$ cat src/sth_pkg.sv
package sth_pkg;

   // word format of the angle and the sine
   localparam int DATA_WIDTH = 32;
   localparam int FRAC_BITS  = DATA_WIDTH - 3;
   // internal fixed point: Q8.55
   localparam int INT_FRAC    = 55;
   localparam int ALIGN_SHIFT = INT_FRAC - FRAC_BITS;
   localparam int ACC_WIDTH   = 64;
   // magnitude of x squared stays below 2^60
   localparam int X2_WIDTH    = 60;
   localparam int XMAG_WIDTH  = DATA_WIDTH;

   // one cell per Horner step
   localparam int NUM_CELLS  = 16;
   localparam int CELL_IDX_W = $clog2(NUM_CELLS);
   localparam int TERMS_W    = $clog2(NUM_CELLS + 1);

   // configuration port
   localparam int CFG_WIDTH      = 5;
   localparam int CSR_ADDR_WIDTH = 3;
   localparam int CSR_DATA_WIDTH = 32;
   localparam logic REG_MAX_POWER = 1'b0;
   localparam logic [CFG_WIDTH-1:0] MAX_POWER_RESET = 5'd11;

   localparam logic [ACC_WIDTH-1:0] MAG_SAT = {1'b0, {(ACC_WIDTH-1){1'b1}}};

   // 1/p! in Q2.61 for p = 1, 3, ..., 31
   localparam logic [63:0] COEF_MAG [NUM_CELLS] = '{
      64'd2305843009213693952, 64'd384307168202282325, 64'd19215358410114116,
      64'd457508533574146, 64'd6354285188530, 64'd57766228987, 64'd370296340,
      64'd1763316, 64'd6483, 64'd19, 64'd0, 64'd0, 64'd0, 64'd0, 64'd0, 64'd0
   };

   // pipeline sideband that travels with every word
   typedef struct packed {
      logic                  valid;
      logic                  xneg;
      logic [XMAG_WIDTH-1:0] xmag;
      logic [X2_WIDTH-1:0]   x2mag;
   } side_type;

   // signed coefficient of power 2k+1, rounded to Q8.55
   function automatic logic signed [ACC_WIDTH-1:0] coef_q(input logic [CELL_IDX_W-1:0] k);
      logic [63:0] m;
      m = (COEF_MAG[k] + 64'd32) >> 6;
      coef_q = k[0] ? -$signed(m) : $signed(m);
   endfunction

endpackage

$ cat src/sth_front.sv
module sth_front
   import sth_pkg::*;
(
   input  logic                         clock,
   input  logic                         reset,
   input  logic                         en,
   input  logic                         word_valid,
   input  logic signed [DATA_WIDTH-1:0] angle,
   output side_type                     dn_side
);

   logic                  xneg;
   logic [XMAG_WIDTH-1:0] xmag;
   logic [63:0]           sq;
   side_type              side_in;
   side_type              side_ff;

   // magnitude and square; x^2 in Q8.55 is (xmag^2 + 4) >> 3
   always_comb begin
      xneg          = angle[DATA_WIDTH-1];
      xmag          = xneg ? XMAG_WIDTH'(-angle) : XMAG_WIDTH'(angle);
      sq            = 64'(xmag) * 64'(xmag);
      side_in.valid = word_valid;
      side_in.xneg  = xneg;
      side_in.xmag  = xmag;
      side_in.x2mag = X2_WIDTH'((sq + 64'd4) >> 3);
   end

   always_ff @(posedge clock) begin
      if (reset) begin
         side_ff <= '0;
      end else if (en) begin
         side_ff <= side_in;
      end
   end

   assign dn_side = side_ff;

endmodule

$ cat config.mk
export PLATFORM = sky130hd
export DESIGN_NAME = sth_front
export DESIGN_NICKNAME = d
export VERILOG_FILES = /design/src/sth_pkg.sv /design/src/sth_front.sv
export SDC_FILE = /design/constraint.sdc
export NUM_CORES = 2
export LEC_CHECK = 0
export ABC_AREA = 1
export BUFFER_PORTS_ARGS = -buffer_cell sky130_fd_sc_hd__buf_4
export CAP_MARGIN = 30
export CORE_ASPECT_RATIO = 0.6
export CORE_MARGIN = 3
export CORE_UTILIZATION = 66
export CTS_BUF_LIST = sky130_fd_sc_hd__clkbuf_16
export DETAILED_ROUTE_END_ITERATION = 8
export PLACE_DENSITY_LB_ADDON = 0.1
export SLEW_MARGIN = 20
export SYNTH_ARGS = -nofsm -noshare
export SYNTH_HDL_FRONTEND = slang
export SYNTH_SLANG_ARGS = --single-unit
$ cat constraint.sdc
create_clock -name clock -period 12.4 [get_ports clock]
set_clock_uncertainty 0.1 [all_clocks]
set_input_delay 3.72 -clock clock [delete_from_list [all_inputs] [get_ports clock]]
set_output_delay 3.72 -clock clock [all_outputs]
set_load 0.01 [all_outputs]
# [Word level (Yosys, flattened, before mapping)]
# Cells that the tools add are included.
[op_classes] eq_ne=0 shift=0 add_sub_neg=2 reduce_logical=0 n_div=0 order_cmp=0 multipliers=1 muxes=1 bitwise=0
[ops] operator="63-bit by 3-bit adder with 63-bit output, second input constant" n=1
[ops] operator="32-bit by 32-bit multiplier with 63-bit output" n=1
[ops] operator="32-bit two-way mux" n=1
[ops] operator="32-bit negator" n=1
[word_totals] regBits=94 romBits=0 latchBits=0 in_bits=36 ram_bits=0 output_inout_bits=94 word_cells=8 memories=0

# [Depth between registers and ports, before layout]
[depth] depth_word=4 depth_mapped=49 mapped_depth_nobuf=47

# [Worst setup path after synthesis]
# No wires, ideal clock.
[synth_timing] path_kind="input-to-reg" start="input angle[0]" end="register side_ff (netlist bit dn_side[28])" t_required_ns=12.185 setup_ns=0.115 setup_slack_ns=0.862 arrival_time_ns=11.323 path_stages=39 cell_sequence="inv_2 -> clkbuf_1 -> clkbuf_1 -> ha_1 -> nand3_2 -> nor2_4 -> nand2_1 -> nand2_2 -> nand2_1 -> nand2_2 -> buf_1 -> nand2_1 -> fa_1 -> inv_1 -> fa_1 -> inv_1 -> fa_1 -> fa_1 -> (+3 left out) -> fa_1 -> inv_1 -> fa_1 -> inv_1 -> fa_1 -> inv_1 -> ha_1 -> nand2_1 -> nor2_1 -> inv_1 -> nor3_1 -> nand2_1 -> nand3_1 -> nand2_1 -> nand2_1 -> nor2_1 -> o21ai_0 -> inv_1"
[synth_lines] item="start: declaration" line_no="sth_front.sv:8" text="input logic signed [DATA_WIDTH-1:0] angle,"
[synth_lines] item="end signal: assignment" line_no="sth_front.sv:33" text="side_ff <= side_in;"
[synth_lines] item="end: declaration" line_no="sth_front.sv:16" text="side_type side_ff;"

# [Worst setup path after layout]
[layout_timing] start="input angle[0]" end="register side_ff (netlist bit dn_side[38])"
[layout_between] elab_chain_len=4
[layout_lines] item="32-bit negator" line_no="sth_front.sv:21" text="xmag = xneg ? XMAG_WIDTH'(-angle) : XMAG_WIDTH'(angle);"
[layout_lines] item="32-bit two-way mux *" line_no="sth_front.sv:21"
[layout_lines] item="32-bit by 32-bit multiplier with 63-bit output *" line_no="sth_front.sv:22" text="sq = 64'(xmag) * 64'(xmag);"
[layout_lines] item="63-bit by 3-bit adder with 63-bit output *" line_no="sth_front.sv:26" text="side_in.x2mag = X2_WIDTH'((sq + 64'd4) >> 3);"
# Mark *: on every way between the ends. The rest lies on a longest branch, timed or not.
# A chain may end at the register's enable or synchronous reset.

==> results list <==
- Cell Rows: 64
* Die area: around 0.056 mm²
* Fraction of final layout cells with drive strength greater than 1: 6.897%
* Final worst-path cycle share: a little over nine tenths
* Clk Latency, worst-skew pair: between 300 and 400 ps
* CP Launch Type: primary input
- Setup slack at placement: 315.6 ps
- Leaving out fill and tap cells, the most frequent cells in the layout are 1333 x inv_1, 799 x fa_1, 769 x nand2_1.
- Entering global routing, the biggest net connects 93 pins.
- Drt total wl: 114.5 mm
* Top cells by area in the synthesized netlist: fa_1 46%, inv_1 14%, ha_1 9.8%
- Vias per Instance: about 5.5
* Simple logic cell fraction of the synthesized area: 17.46%
- Post-synthesis register bit count: 94
* Count of cell types in the netlist: 51
- For this design, the CTS-stage hold fixing added 0 buffers.
- Clock tree synthesis found a total of between 90 and 100 sinks.
* Most common cell after layout, fill and taps aside: inv_1
- Signal arrival time at the worst endpoint: about 12000 ps
* Layout Cells excl Fill: around 5300
* Post-synth top area cell: fa_1
* Final weighted congestion in routability-driven placement: about 1.0
- Share of the synthesized area in the top cell type: 45.80%
* Post-synth EDFFs: 0
- During synthesis, Yosys emitted a total of 0 warnings.
- Summing every instance area after synthesis gives 0.03492 mm².
- After synthesis, the largest family of logic cells by area is adder cells.
- RSZ-0062 raised after global routing: false
- Critical Path RT: 12590 ps
* Wire length of the first global-routing pass: 175.7 mm
* Port bufs: approximately 130
- Initial detailed-routing violation count: about 3100
* Outcome: complete, no violations
* Total routing usage reported by global routing: 43.04%
* Hold Path Class: reg -> reg
- After clock tree synthesis, the clock-pin slew on the worst setup and hold paths is approximately 100 ps.
- On the worst path, the slowest cell contributes a delay of 720 ps.
- Detailed placement finished with a half-perimeter wire length of 96.77 mm.
- Boundary Pins: 130
- Number of clock buffers inserted by TritonCTS: 9
- After technology mapping, the gate count stands at 4433.
* Number of endpoints failing setup at the final stage: 0
* CP max-delay cell: fa_1
- From left edge to right edge, the die measures 303.0 µm.
- Final setup margin: 600.4 ps
- For this run, the post-layout net count is 5671.
* Kind of end point of the critical path: register
- The filler cells instantiated in the layout total around 4200.
- Among all flip-flop cells after synthesis, the most frequent one is dfxtp_1.
- Syn avg cell area: 7.878 µm²
* CTS tree: yes
- Headroom to the max-slew limit came out at 46.36%.
* Placed cell count: around 5200
- Vert. Die Dim: 184.2 µm
- Max-cap viol count: 0
- Number of design rule violations left after detail routing: 0
- Buffers inserted during post-CTS setup optimization: 0
- The core region is 0.05165 mm².
* Final hold violation count: 0
* Number of flip-flops in the largest register: 94
- The critical path is of the in -> reg type.
- Post-CTS resize count: 0
- Buffer type at the clock tree root: clkbuf_16
- Slew @ Worst Pin: 800.7 ps
- Setup TNS after final layout: 0 ps
- Relative to the synthesized area, the layout overhead comes to 6.818%.
- Minimum period implied by the final worst setup slack: 11800 ps
- Clock Path Buffers: 2
- Initial standard-cell utilization of the core: 67.62%
* Number of H-tree levels: 3
- Count of pins over their slew limit: 0
- For this run the aggregate overflow at the end of global routing stands at 0.
* Fraction of registers with async set or reset after synthesis: 0%
* Most Frequent Cell on Critical Path: fa_1
* DR WL/cell: around 22 µm
- Number of global-route vias before repair: 29640
- The number of antenna violations at the first check in global routing came to 0.
- Sequential share of the synthesized area: 5.388%
- Post-synthesis compound-gate area fraction: between 3 and 4%
- Along the worst path, the maximum fanout reaches 16.
- Pre-antenna DRT Iters: 7
- Across all layers, the routed design uses 28820 vias.
* Share of synthesized area spent on multiplexers: 0%
* Adder-Cell Fraction of Synth Area: between 50% and 60%
* Highest clock rate: between 0.08 and 0.09 GHz
* Synthesized-area fraction occupied by xor and xnor cells: 1.652%
- Number of nets still failing antenna checks after routing: 0
- Cells fill between 70% and 80% of the core in the end.
==> synth_stat cells (2+ instances only) <==
master    count
a21o_1        3
a21oi_1      78
a31o_2        4
and2_1        2
and3_1        2
buf_1         8
buf_2        45
buf_4         7
buf_6         4
clkbuf_1     51
clkinv_1      2
conb_1        2
dfxtp_1      94
fa_1        799
ha_1        274
inv_1      1333
inv_2        22
nand2_1     769
nand2_2      13
nand2_4       3
nand3_1     103
nand3_2       3
nand3b_1      6
nand4_1      18
nor2_1      529
nor2_2       24
nor2_4        4
nor3_1       15
nor4_1        4
o211ai_1     27
o21ai_0      78
o21ai_1       4
o21ai_2       3
o21bai_1     22
o221ai_1      2
or2_1         4
or2_2         4
xnor2_1      12
xor2_1       42
xor2_2        2
xor2_4        2
==> metal layers <==
layer | GRT usage, % | wire [µm] | vias to the layer above
met5 | 0 | 86 | -
met1 | 60.95 | 46720 | 13850
met4 | 10.54 | 3380 | 2
met3 | 22.73 | 20100 | 232
li1 | - | - | 12870
met2 | 58.11 | 44260 | 1865
==> stage by stage <==
| stage | hold WS (ps) | instance area (µm²) |
|---|---|---|
| floorplan | 416.0 | 35010 |
| global placement | 365.6 | 36960 |
| detailed placement | 372.3 | 36960 |
| CTS | 398.2 | 37270 |
| global route | 430.6 | 37300 |
| finish | 396.8 | 37300 |
==> worst paths after layout <==
| check | from | end | slack [ps] | cells after the start |
|---|---|---|---|---|
| worst max-delay path | angle[0] | dn_side[38] | 600 | 37 |
| worst min-delay path | dn_side[65] | dn_side[65] | 400 | 2 |
| worst max register to register | dn_side[25] | dn_side[25] | 11450 | 4 |
| worst min register to register | dn_side[65] | dn_side[65] | 400 | 2 |
==> kinds of logic (layout without fill, tap and decap cells) <==
group	count (synthesis)	after routing
and+or+nand+nor	1508	1508
buffers and inverters	1473	1584
adders and majority gates	1073	1073
AOI/OAI and AO/OA	224	224
DFF	94	94
xor gates and xnor gates	59	59
other	2	26
==> critical path: cells and delay by family <==
kind	cells	cell delay, ps
adders and majority gates	10	4630
and+or+nand+nor	13	1770
buffers and inverters	11	1210
AOI/OAI and AO/OA	3	650
==> cell type report <==
type / count / area (µm²) / area share, %
well taps: 693 / 867.1 / 2.324
diodes: 1 / 2.502 / 0.006708
clock inverters: 7 / 86.33 / 0.2314
clock buffers: 9 / 225.2 / 0.6037
repair buffers: 210 / 1647 / 4.414
multi-input cells: 2889 / 27500 / 73.70
flip-flops and latches: 94 / 1882 / 5.044
inverters: 1358 / 5100 / 13.67
Power is not shown: default switching activity piles up to over one toggle a cycle in this logic, so the estimate is an artifact.
